<file path="config.mk">
export PLATFORM = sky130hd
export DESIGN_NAME = dqr_cell
export DESIGN_NICKNAME = d
export VERILOG_FILES = /design/src/rtl/core/dqr_pkg.sv /design/src/rtl/core/dqr_cell.sv
export SDC_FILE = /design/constraint.sdc
export NUM_CORES = 1
export LEC_CHECK = 0
export ABC_CLOCK_PERIOD_IN_PS = 2200
export BUFFER_PORTS_ARGS = -buffer_cell sky130_fd_sc_hd__buf_2
export CORE_AREA = 2 2 128 130
export DETAILED_ROUTE_END_ITERATION = 10
export DIE_AREA = 0 0 130 132
export RECOVER_POWER = 100
export SLEW_MARGIN = 20
export SYNTH_ARGS = -nofsm -noshare
export SYNTH_HDL_FRONTEND = slang
export SYNTH_SLANG_ARGS = --single-unit
</file>
<file path="constraint.sdc">
create_clock -name clk -period 2.2 [get_ports clk]
set_input_delay 0.11 -clock clk [delete_from_list [all_inputs] [get_ports clk]]
set_output_delay 0.11 -clock clk [all_outputs]
set_load 0.05 [all_outputs]
</file>
<file path="src/rtl/core/dqr_pkg.sv">
// Shared types and constants for the double-ended queue with reverse.
// Used by dqr_cell, deque_with_reverse, dqr_checker and the bench; depends on nothing.
`timescale 1ns / 1ps

package dqr_pkg;

	localparam int DEPTH = 64;
	localparam int DATA_W = 64;
	localparam int CNT_W = $clog2(DEPTH + 1);
	localparam int FUNC_W = 3;
	localparam int S_TDATA_W = ((DATA_W + 7) / 8) * 8;
	localparam int S_TUSER_W = ((FUNC_W + 7) / 8) * 8;
	localparam int M_FIELDS_W = 2 * DATA_W + CNT_W + 2;
	localparam int M_TDATA_W = ((M_FIELDS_W + 7) / 8) * 8;

	typedef enum logic [FUNC_W-1:0] {
		FN_PUSH_FRONT = 3'd0,
		FN_PUSH_BACK  = 3'd1,
		FN_POP_FRONT  = 3'd2,
		FN_POP_BACK   = 3'd3,
		FN_REVERSE    = 3'd4,
		FN_NONE       = 3'd5
	} func_t;

	typedef enum logic [2:0] {
		OP_HOLD,
		OP_SHIFT_R,
		OP_PUSH_R,
		OP_SHIFT_L,
		OP_POP_R
	} cell_op_t;

	typedef struct packed {
		cell_op_t            op;
		logic [DATA_W-1:0]   value;
	} cell_ctrl_t;

endpackage

</file>
<file path="src/rtl/core/dqr_cell.sv">
// One storage cell of the deque chain: a value and a tail marker, both
// moved between neighbors as the operation demands. Depends on dqr_pkg.
`timescale 1ns / 1ps

module dqr_cell (
	input  logic                        clk,
	input  logic                        arst_n,
	input  dqr_pkg::cell_ctrl_t         ctrl,
	input  logic [dqr_pkg::DATA_W-1:0]  left_data,
	input  logic                        left_last,
	input  logic [dqr_pkg::DATA_W-1:0]  right_data,
	input  logic                        right_last,
	output logic [dqr_pkg::DATA_W-1:0]  data,
	output logic                        last,
	output logic [dqr_pkg::DATA_W-1:0]  tail_out
);

	logic [dqr_pkg::DATA_W-1:0] data_q;
	logic                       last_q;

	always_ff @(posedge clk or negedge arst_n) begin
		if (!arst_n) begin
			last_q <= 1'b0;
		end else begin
			case (ctrl.op) inside
				dqr_pkg::OP_SHIFT_R, dqr_pkg::OP_PUSH_R: last_q <= left_last;
				dqr_pkg::OP_SHIFT_L, dqr_pkg::OP_POP_R:  last_q <= right_last;
				default:                                 last_q <= last_q;
			endcase
		end
	end

	always_ff @(posedge clk) begin
		case (ctrl.op)
			dqr_pkg::OP_SHIFT_R: data_q <= left_data;
			dqr_pkg::OP_PUSH_R: begin
				if (left_last) begin
					data_q <= ctrl.value;
				end
			end
			dqr_pkg::OP_SHIFT_L: data_q <= right_data;
			default:             data_q <= data_q;
		endcase
	end

	// present the value only while this cell holds the tail
	assign tail_out = last_q ? data_q : '0;
	assign data     = data_q;
	assign last     = last_q;

endmodule

</file>
==> results of run 1 <==
-- per-layer routing --
metal	track usage (%)	wire [um]	vias to the layer above
li1	-	-	1889
met1	14.9	4760	1692
met2	25.6	6390	166
met3	3.94	935	15
met4	5.20	223	0
met5	0	0	-
-- sequential cells by signal, indices dropped and copies added, names as in the netlist --
| register | count |
|---|---|
| data | 64 |
| last | 1 |
-- cells in the final DEF, fill, tap and decap left out, drive strengths merged --
| master | count |
|---|---|
| edfxtp | 64 |
| mux2i | 66 |
| mux2 | 1 |
| clkbuf | 143 |
| buf | 200 |
| bufinv | 1 |
| clkinvlp | 2 |
| o311ai | 1 |
| dfrtp | 1 |
| and2 | 64 |
| o21ai | 65 |
| nor2 | 1 |
| a21oi | 1 |
| nand2 | 64 |
| clkinv | 3 |
| nand2b | 1 |
| dlygate4sd3 | 1 |
| o21bai | 1 |
-- layout make-up --
class	instances	share of cell area, %
sequential	65	33.8
multi-input combinational	265	29.2
timing repair buffer	334	27.3
tap	216	4.69
clock buffer	10	3.97
clock inverter	6	1.02
-- cells in the mapped netlist, types with 2 or more instances --
library cell   n
mux2i_1       66
and2_1        64
edfxtp_1      64
nand2_1       64
o21ai_0       45
o21ai_1       20
clkbuf_1      10
buf_2          7
buf_4          5
buf_6          4
clkbuf_2       2
-- metrics by stage --
| stage | worst slack [ps] | utilization [%] |
|---|---|---|
| 2_1_floorplan | 215 | - |
| 3_3_place_gp | 570 | 35.7 |
| 3_5_place_dp | 535 | 35.7 |
| 4_1_cts | 168 | 37.6 |
| 5_1_grt | 29.8 | 36.7 |
| 6_report | 182 | 36.7 |
-- power by group through the flow --
stage	Clock, uW	Combinational [uW]	Sequential, uW
final	1390	1590	1600
after global routing	1500	1690	1620
after CTS	1440	1670	1600
after detailed placement	0	1660	1620
after global placement	0	1660	1620
after floorplan	0	820	1980
-- kinds of logic (layout without fill, tap and decap cells) --
logic type             after synthesis  count (layout)  share of synthesized area [%]
AO/OA/AOI/OAI                       68              68                           9.12
buffers and inverters               29             350                           4.74
flip-flops                          65              65                           51.3
multiplexers                        67              67                           17.7
AND/OR/NAND/NOR                    130             130                           17.2
-- what timing repair did --
action                                  CTS  global route
hold buffers                              1             0
endpoints found under the setup margin    0             0
hold endpoints to repair                  1             0
-- worst max-delay path by stage --
| stage | from | to | slack (ps) | cells after the start |
|---|---|---|---|---|
| 6_report | last | tail_out[33] | 180 | 3 |
| 3_3_place_gp | last | tail_out[27] | 570 | 3 |
| 5_1_grt | last | tail_out[33] | 30 | 3 |
| 3_5_place_dp | last | tail_out[28] | 540 | 3 |
| 4_1_cts | last | tail_out[28] | 170 | 3 |
| 2_1_floorplan | ctrl[64] | data[0] | 220 | 5 |
==> metrics.txt, run 1 <==
status finished, final reports clean; YS warnings 0; Synth Cell Area about 0.0038 mm2; Worst-Skew Late Latency around 330 ps; Mapped Cells between 300 and 400; Fmax achieved slightly below 500 MHz; H-tree depth 3; Die Y-Extent 132 um; vias 3762; Placed Area approximately 0.0056 mm2; NetSw approximately 1800 uW; routed vias/inst 4.20; Tmin final ~2000 ps; Sink Count 65; WHS Endpoint last; fin crit share between 90% and 100%; Top-Level Pins about 330; hold depth 2; mean post-synth cell area 10.6 um2; RR Endpoint last; wire length of the first global-routing pass between 15 and 20 mm; die width between 100 and 150 um; critical-path cell list buf_4 -> and2_1 -> clkbuf_2; FF+latch count, synth 65; hold slack final 37.3 ps; final hold viol count 0; R2R Setup Slk approximately 800 ps; critical path class flip-flop to primary output; Worst path slowest cell dfrtp_2; CP Max Fanout 41; CP top delay family flip-flops; antenna violations before repair 0; synthesis-to-layout area growth 51.6%; GR Overflow Total 0; crit path launch type flip-flop; Relative slew margins 40.3%; starting density of the core 24.2%; Placed Cells 879; design area approximately 0.0058 mm2; total CTS buffers 9; Leak approximately 0.0027 uW; site row count 46; maximum vdd ir drop ~0.37 mV; setup TNS 0 ps; all-layer global routing usage 14.0%; Synth Net Count between 500 and 600; RR Startpoint last; sw frac 39.5%; Crit path required time roughly 2100 ps; cell-internal power approximately 2800 uW; CTS root buffer clkbuf_16; DR DRC count 0; setup bufs post-CTS 0; largest area contributor in the netlist edfxtp_1; setup violators final 0; final wirelength between 10 and 15 mm; Reg2Reg Depth 3; Pwr per Cell Area roughly 800 mW/mm2; Fillers approximately 1700; largest net degree at the start of global routing 63; Pins Over Slew Limit 0; Netlist cell types 19; Worst-path clk slew around 60 ps; Top FF cell, synth edfxtp_1; Seq/Total Area, Yosys roughly half; main area contributors after synthesis edfxtp_1, mux2i_1, and2_1, nand2_1, o21ai_0; share of power burned in registers 34.9%; Worst setup EP type primary output; DRT Pass-1 Iters 4; CP peak stage delay 750 ps; worst hold path class input port to flip-flop; Clock Skew 0 ps; Avg WL per Cell about 14 um; CTS Buffer Depth 2; antenna cells 0; die area around 0.017 mm2; post_cts resized 0; post-route ant nets 0; max cap viols 0; Hold Startpoint ctrl[66]; Least-Margin Pin Slew around 900 ps; unrepaired setup endpoints after global routing no; Synth async-reset ratio 1.54%; crit path DAT approximately 1900 ps; Placer Congestion between 0.8 and 0.9; drt initial violations roughly 120; Port Buffers ~330; multi-input logic area between 0.0015 and 0.002 mm2; EDFF count, synth 64; area fraction of the dominant cell type after synthesis a little over 50%; fin cells ~900; vias in the first global route approximately 3700; Buf/Inv on CP 2; Logic pwr share between 30% and 40%; power after layout around 4600 uW; total area of sequential cells about 0.0019 mm2; layout cell share with drive strength beyond 1 about 36%; TritonCTS clock tree yes; core area roughly 0.016 mm2; fin nets about 870; Clk pwr share a little under a third; hpwl dp 9.67 mm
Note: power is estimated with default switching activity, not from simulation.
==> inputs of run 2 (changes only) <==
==> constraint.sdc (replaced) <==
create_clock -name clk -period 2.2 [get_ports clk]
set_input_delay 0.11 -clock clk [delete_from_list [all_inputs] [get_ports clk]]
set_output_delay 0.11 -clock clk [all_outputs]
set_load 0.005 [all_outputs]
==> metrics.txt, run 2 (synthesized netlist as in run 1, its figures left out) <==
maximum vdd ir drop 0.313 mV (-15%); final core occ 37.1% (+0.41 points); Leak 0.00282 uW (+5.8%); final wirelength 12.6 mm (+2.1%); critical-path cell list clkbuf_2 -> a21oi_1 -> nor2_4 -> clkbuf_2; vias 3710 (-1.4%); commonest non-fill, non-tap cell in the layout buf_2; DR DRC count 0 (unchanged); max cap viols 0 (unchanged); crit path DAT 1820 ps (-90 ps); Hold Startpoint left_data[29]; die area 0.0172 mm2 (unchanged); starting density of the core 24.2% (unchanged); setup violators final 0 (unchanged); layout cell share with drive strength beyond 1 44.0% (+7.5 points); Tmin final 1870 ps (-143 ps); R2R Setup Slk 990 ps (+190 ps); antenna violations before repair 0 (unchanged); DRT Pass-1 Iters 4 (unchanged); drt initial violations 96 (-22%); Most Crowded Layer GR met2; WHS Endpoint data[29]; worst hold path class input port to flip-flop; largest net degree at the start of global routing 63 (unchanged); fin crit share 85.2% (-6.5 points); status finished, final reports clean; met3 Use GR 2.76% (-1.2 points); Fmax achieved 533 MHz (+7.6%); Worst path slowest cell clkbuf_2; CP Max Fanout 34 (-17%); Pwr per Cell Area 640 mW/mm2 (-20%); setup bufs post-CTS 0 (unchanged); site row count 46 (unchanged); CTS Buffer Depth 2 (unchanged); Relative slew margins 37.5% (-2.8 points); unrepaired setup endpoints after global routing no; CP peak stage delay 700 ps (-50 ps); TritonCTS clock tree yes; critical path class input port to flip-flop; met2 Track Usage GR 26.4% (+0.76 points); vias in the first global route 3655 (-0.76%); synthesis-to-layout area growth 53.4%; fin nets 874 (unchanged); CTS root buffer clkbuf_16; Placer Congestion 0.834 (+2.5%); hpwl dp 9.76 mm (+0.88%); GR Overflow Total 0 (unchanged); fin cells 894 (-0.22%); Crit path required time 2150 ps (+60 ps); post-route ant nets 0 (unchanged); Fillers 1675 (-1.2%); crit path launch type input port; pre-CTS setup slack 629 ps (+94.0 ps); die width 130 um (unchanged); max FFs per register 64 (unchanged); Die Y-Extent 132 um (unchanged); all-layer global routing usage 14.1% (+0.14 points); final hold viol count 0 (unchanged); routed vias/inst 4.15 (-1.2%); Pins Over Slew Limit 0 (unchanged); Clock Skew 0 ps (unchanged); Avg WL per Cell 14.0 um (+2.3%); Sink Count 65 (unchanged); Placed Cells 879 (unchanged); Port Buffers 327 (unchanged); grt met1 use 15.5% (+0.55 points); most frequent cells in the layout buf_2, mux2i_1, nand2_1, o21ai_0, edfxtp_1; Top-Level Pins 328 (unchanged); wire length of the first global-routing pass 18.6 mm (+1.3%); antenna cells 0 (unchanged); H-tree depth 3 (unchanged); Least-Margin Pin Slew 938 ps (+41.8 ps); RR Endpoint last; Worst-path clk slew 60 ps (about the same); post-route setup slack 326 ps (+143 ps); core area 0.0157 mm2 (unchanged); post_cts resized 0 (unchanged); total CTS buffers 9 (unchanged); setup TNS 0 ps (unchanged); Worst setup EP type flip-flop; Reg2Reg Depth 3 (unchanged); CP dominant cell by count clkbuf_2; Worst-Skew Late Latency 320 ps (about the same); RR Startpoint last; hold depth 3 (+1)
-- run 2: what timing repair did --
action,4_1_cts,5_1_grt
endpoints found under the setup margin,0,0
hold endpoints to repair,1,0
hold buffers,1,0
-- run 2: how the worst max path moves through the flow --
stage,start,end
after CTS,last,tail_out[33]
after floorplan,ctrl[64],data[0]
final,ctrl[64],data[18]
after detailed placement,ctrl[64],data[32]
after global placement,ctrl[64],data[33]
after global routing,ctrl[64],data[18]
-- run 2: worst max-delay path, delay by kind of cell --
kind                   cells  cell delay, ps
and+or+nand+nor            1             130
AOI/OAI and AO/OA          1             160
buffers and inverters      2            1390
-- run 2: through the flow --
| stage | cell area (um2) | power [uW] | hold slack [ps] |
|---|---|---|---|
| after global routing | 5830 | 3960 | 54.3 |
| final | 5830 | 3730 | 58.3 |
| after detailed placement | 5610 | 2450 | -97.9 |
| after floorplan | 3810 | 1960 | -186 |
| after CTS | 5900 | 3820 | 39.9 |
| after global placement | 5610 | 2430 | -99.2 |
-- run 2: metal layers --
metal | vias up | part of all wire, %
met1 | 1635 | 40
met5 | - | 0
met3 | 10 | 6.7
met4 | 0 | 1.5
li1 | 1896 | -
met2 | 169 | 52
-- run 2: layout make-up --
type	count	area (um2)	area share (%)
clock inverter	4	46.3	0.795
multi-input combinational	265	1680	28.9
sequential	65	1950	33.4
tap	216	270	4.64
timing repair buffer	334	1650	28.3
clock buffer	10	229	3.93
-- run 2: power by group --
| group | switching, uW | leakage [uW] | total, uW | internal, uW |
|---|---|---|---|---|
| combinational | 375 | 0.00208 | 793 | 418 |
| clock | 494 | 0.000132 | 1350 | 858 |
| sequential | 74.9 | 0.000611 | 1590 | 1510 |
==> inputs of run 3 (changes only) <==
--- a/config.mk
+++ b/config.mk
@@ -5,11 +5,11 @@
 export SDC_FILE = /design/constraint.sdc
 export NUM_CORES = 1
 export LEC_CHECK = 0
-export ABC_CLOCK_PERIOD_IN_PS = 2200
+export ABC_CLOCK_PERIOD_IN_PS = 1800
 export BUFFER_PORTS_ARGS = -buffer_cell sky130_fd_sc_hd__buf_2
-export CORE_AREA = 2 2 128 130
+export CORE_AREA = 2 2 129 131
 export DETAILED_ROUTE_END_ITERATION = 10
-export DIE_AREA = 0 0 130 132
+export DIE_AREA = 0 0 131 133
 export RECOVER_POWER = 100
 export SLEW_MARGIN = 20
 export SYNTH_ARGS = -nofsm -noshare
==> constraint.sdc (replaced) <==
create_clock -name clk -period 1.8 [get_ports clk]
set_input_delay 0.09 -clock clk [delete_from_list [all_inputs] [get_ports clk]]
set_output_delay 0.09 -clock clk [all_outputs]
set_load 0.005 [all_outputs]
==> metrics.txt, run 3 (synthesized netlist as in run 1, its figures left out) <==
Top-Level Pins 328 (unchanged); WHS Endpoint data[59]; vias 3700 (-0.27%); status finished, final reports clean; Worst path slowest cell dfrtp_2; Worst-path clk slew 50 ps (about the same); final core occ 36.2% (-0.85 points); TritonCTS clock tree yes; Pins Over Slew Limit 0 (unchanged); die area 0.0174 mm2 (+1.5%); antenna cells 0 (unchanged); layout cell share with drive strength beyond 1 44.2% (+0.25 points); post-route ant nets 0 (unchanged); max cap viols 0 (unchanged); R2R Setup Slk 600 ps (-390 ps); Sink Count 65 (unchanged); fin nets 875 (+0.11%); Fmax achieved slightly above 600 MHz; final wirelength 12.6 mm (+0.27%); vias in the first global route 3496 (-4.4%); crit path launch last; routed vias/inst 4.11 (-1.0%); final hold viol count 0 (unchanged); Clock Skew 0 ps (unchanged); setup TNS 0 ps (unchanged); largest net degree at the start of global routing 65 (+3.2%); Leak 0.00285 uW (+0.87%); CP top delay family flip-flops; synthesis-to-layout area growth 54.2%; worst hold path class input port to flip-flop; critical path class flip-flop to primary output; DR DRC count 0 (unchanged); Tmin final roughly 1600 ps; setup violators final 0 (unchanged); drt initial violations 171 (+78%); Relative slew margins 18.1% (-19 points); CP Max Fanout 43 (+26%); hpwl dp 9.71 mm (-0.53%); Placer Congestion 0.818 (-2.0%); starting density of the core 23.5% (-0.69 points); wire length of the first global-routing pass 18.2 mm (-1.9%); GR Overflow Total 0 (unchanged); site row count 47 (+2.2%); total CTS buffers 9 (unchanged); DRT Pass-1 Iters 4 (unchanged); Least-Margin Pin Slew 1230 ps (+290 ps); antenna violations before repair 0 (unchanged); hold slack final 25.2 ps (-33.2 ps); critical-path cell list buf_6 -> and2_1 -> clkbuf_1; Port Buffers 327 (unchanged); die width 131 um (+0.77%); Die Y-Extent 133 um (+0.76%); Avg WL per Cell 14.0 um (-0.51%); crit path launch type flip-flop; RR Endpoint last; H-tree depth 3 (unchanged); most frequent cells in the layout buf_2, mux2i_1, nand2_1, edfxtp_1, o21ai_0; Reg2Reg Depth 3 (unchanged); maximum vdd ir drop 0.416 mV (+33%); CTS root buffer clkbuf_16; Hold Startpoint left_data[59]; setup bufs post-CTS 0 (unchanged); Worst setup EP type primary output; crit path DAT 1540 ps (-280 ps); core area 0.0162 mm2 (+2.9%); Crit path required time 1710 ps (-440 ps); max FFs per register 64 (unchanged); Worst-Skew Late Latency 330 ps (about the same); CTS Buffer Depth 2 (unchanged); Buf/Inv on CP 2 (unchanged); fin crit share 90.8%; Pwr per Cell Area 763 mW/mm2 (+19%); hold depth 3 (unchanged); Fillers 1672 (-0.18%); CP peak stage delay 580 ps (-120 ps); unrepaired setup endpoints after global routing no; commonest non-fill, non-tap cell in the layout buf_2; RR Startpoint last; all-layer global routing usage 14.1% (+0.030 points)
==> run 3: changes by cell type in the layout (fill, tap and decap cells not counted), moves of 2 or more <==
cell and delta:
and2_0 -5, and2_1 +5, buf_12 +2, clkinv_2 +2
==> run 3: per-layer routing <==
| layer | track usage, % | share of wire, % |
|---|---|---|
| met5 | 0 | 0 |
| met4 | 6.86 | 2.2 |
| met3 | 2.83 | 6.3 |
| met2 | 24.2 | 51 |
| met1 | 16.7 | 40 |
==> run 3: report_power, final <==
part           switching, uW  internal, uW  leakage [uW]
registers               97.0          1850      0.000611
logic                    461           522       0.00211
clock network            629           914      0.000128
total                   1190          3280       0.00285
==> run 3: area by class of cell <==
type,count,area (um2),share of cell area (%)
well taps,220,275,4.70
repair buffers,335,1690,28.9
clock inverters,5,22.5,0.384
flip-flops and latches,65,1950,33.3
clock buffers,11,233,3.97
multi-input cells,265,1690,28.8
==> run 3: worst max path at each step <==
stage	endpoint	slack, ps	cells past startpoint
3_5_place_dp	tail_out[27]	390	3
3_3_place_gp	tail_out[26]	420	3
2_1_floorplan	data[0]	-60	5
4_1_cts	tail_out[27]	20	3
5_1_grt	tail_out[20]	10	3
6_report	tail_out[60]	170	3
==> run 3: repair_timing <==
| action | in CTS | in global routing |
|---|---|---|
| hold endpoints to repair | 1 | 0 |
| hold buffers | 1 | 0 |
| endpoints found under the setup margin | 0 | 43 |
| gates resized for setup | 0 | 1 |
==> run 3: per-stage QoR <==
| step | worst slack, ps | instance area [um2] | total power (uW) | cells |
|---|---|---|---|---|
| 2_1_floorplan | -61.9 | 3830 | 2410 | 359 |
| 3_3_place_gp | 417 | 5670 | 3000 | 884 |
| 3_5_place_dp | 389 | 5670 | 3010 | 884 |
| 4_1_cts | 17.2 | 5940 | 4590 | 901 |
| 5_1_grt | 10.4 | 5860 | 4760 | 901 |
| 6_report | 166 | 5860 | 4470 | 901 |
==> run 3: worst min-delay path, cell delays in order <==
cell,delay [ps]
buf_2,70
nand2_1,30
o21ai_0,50
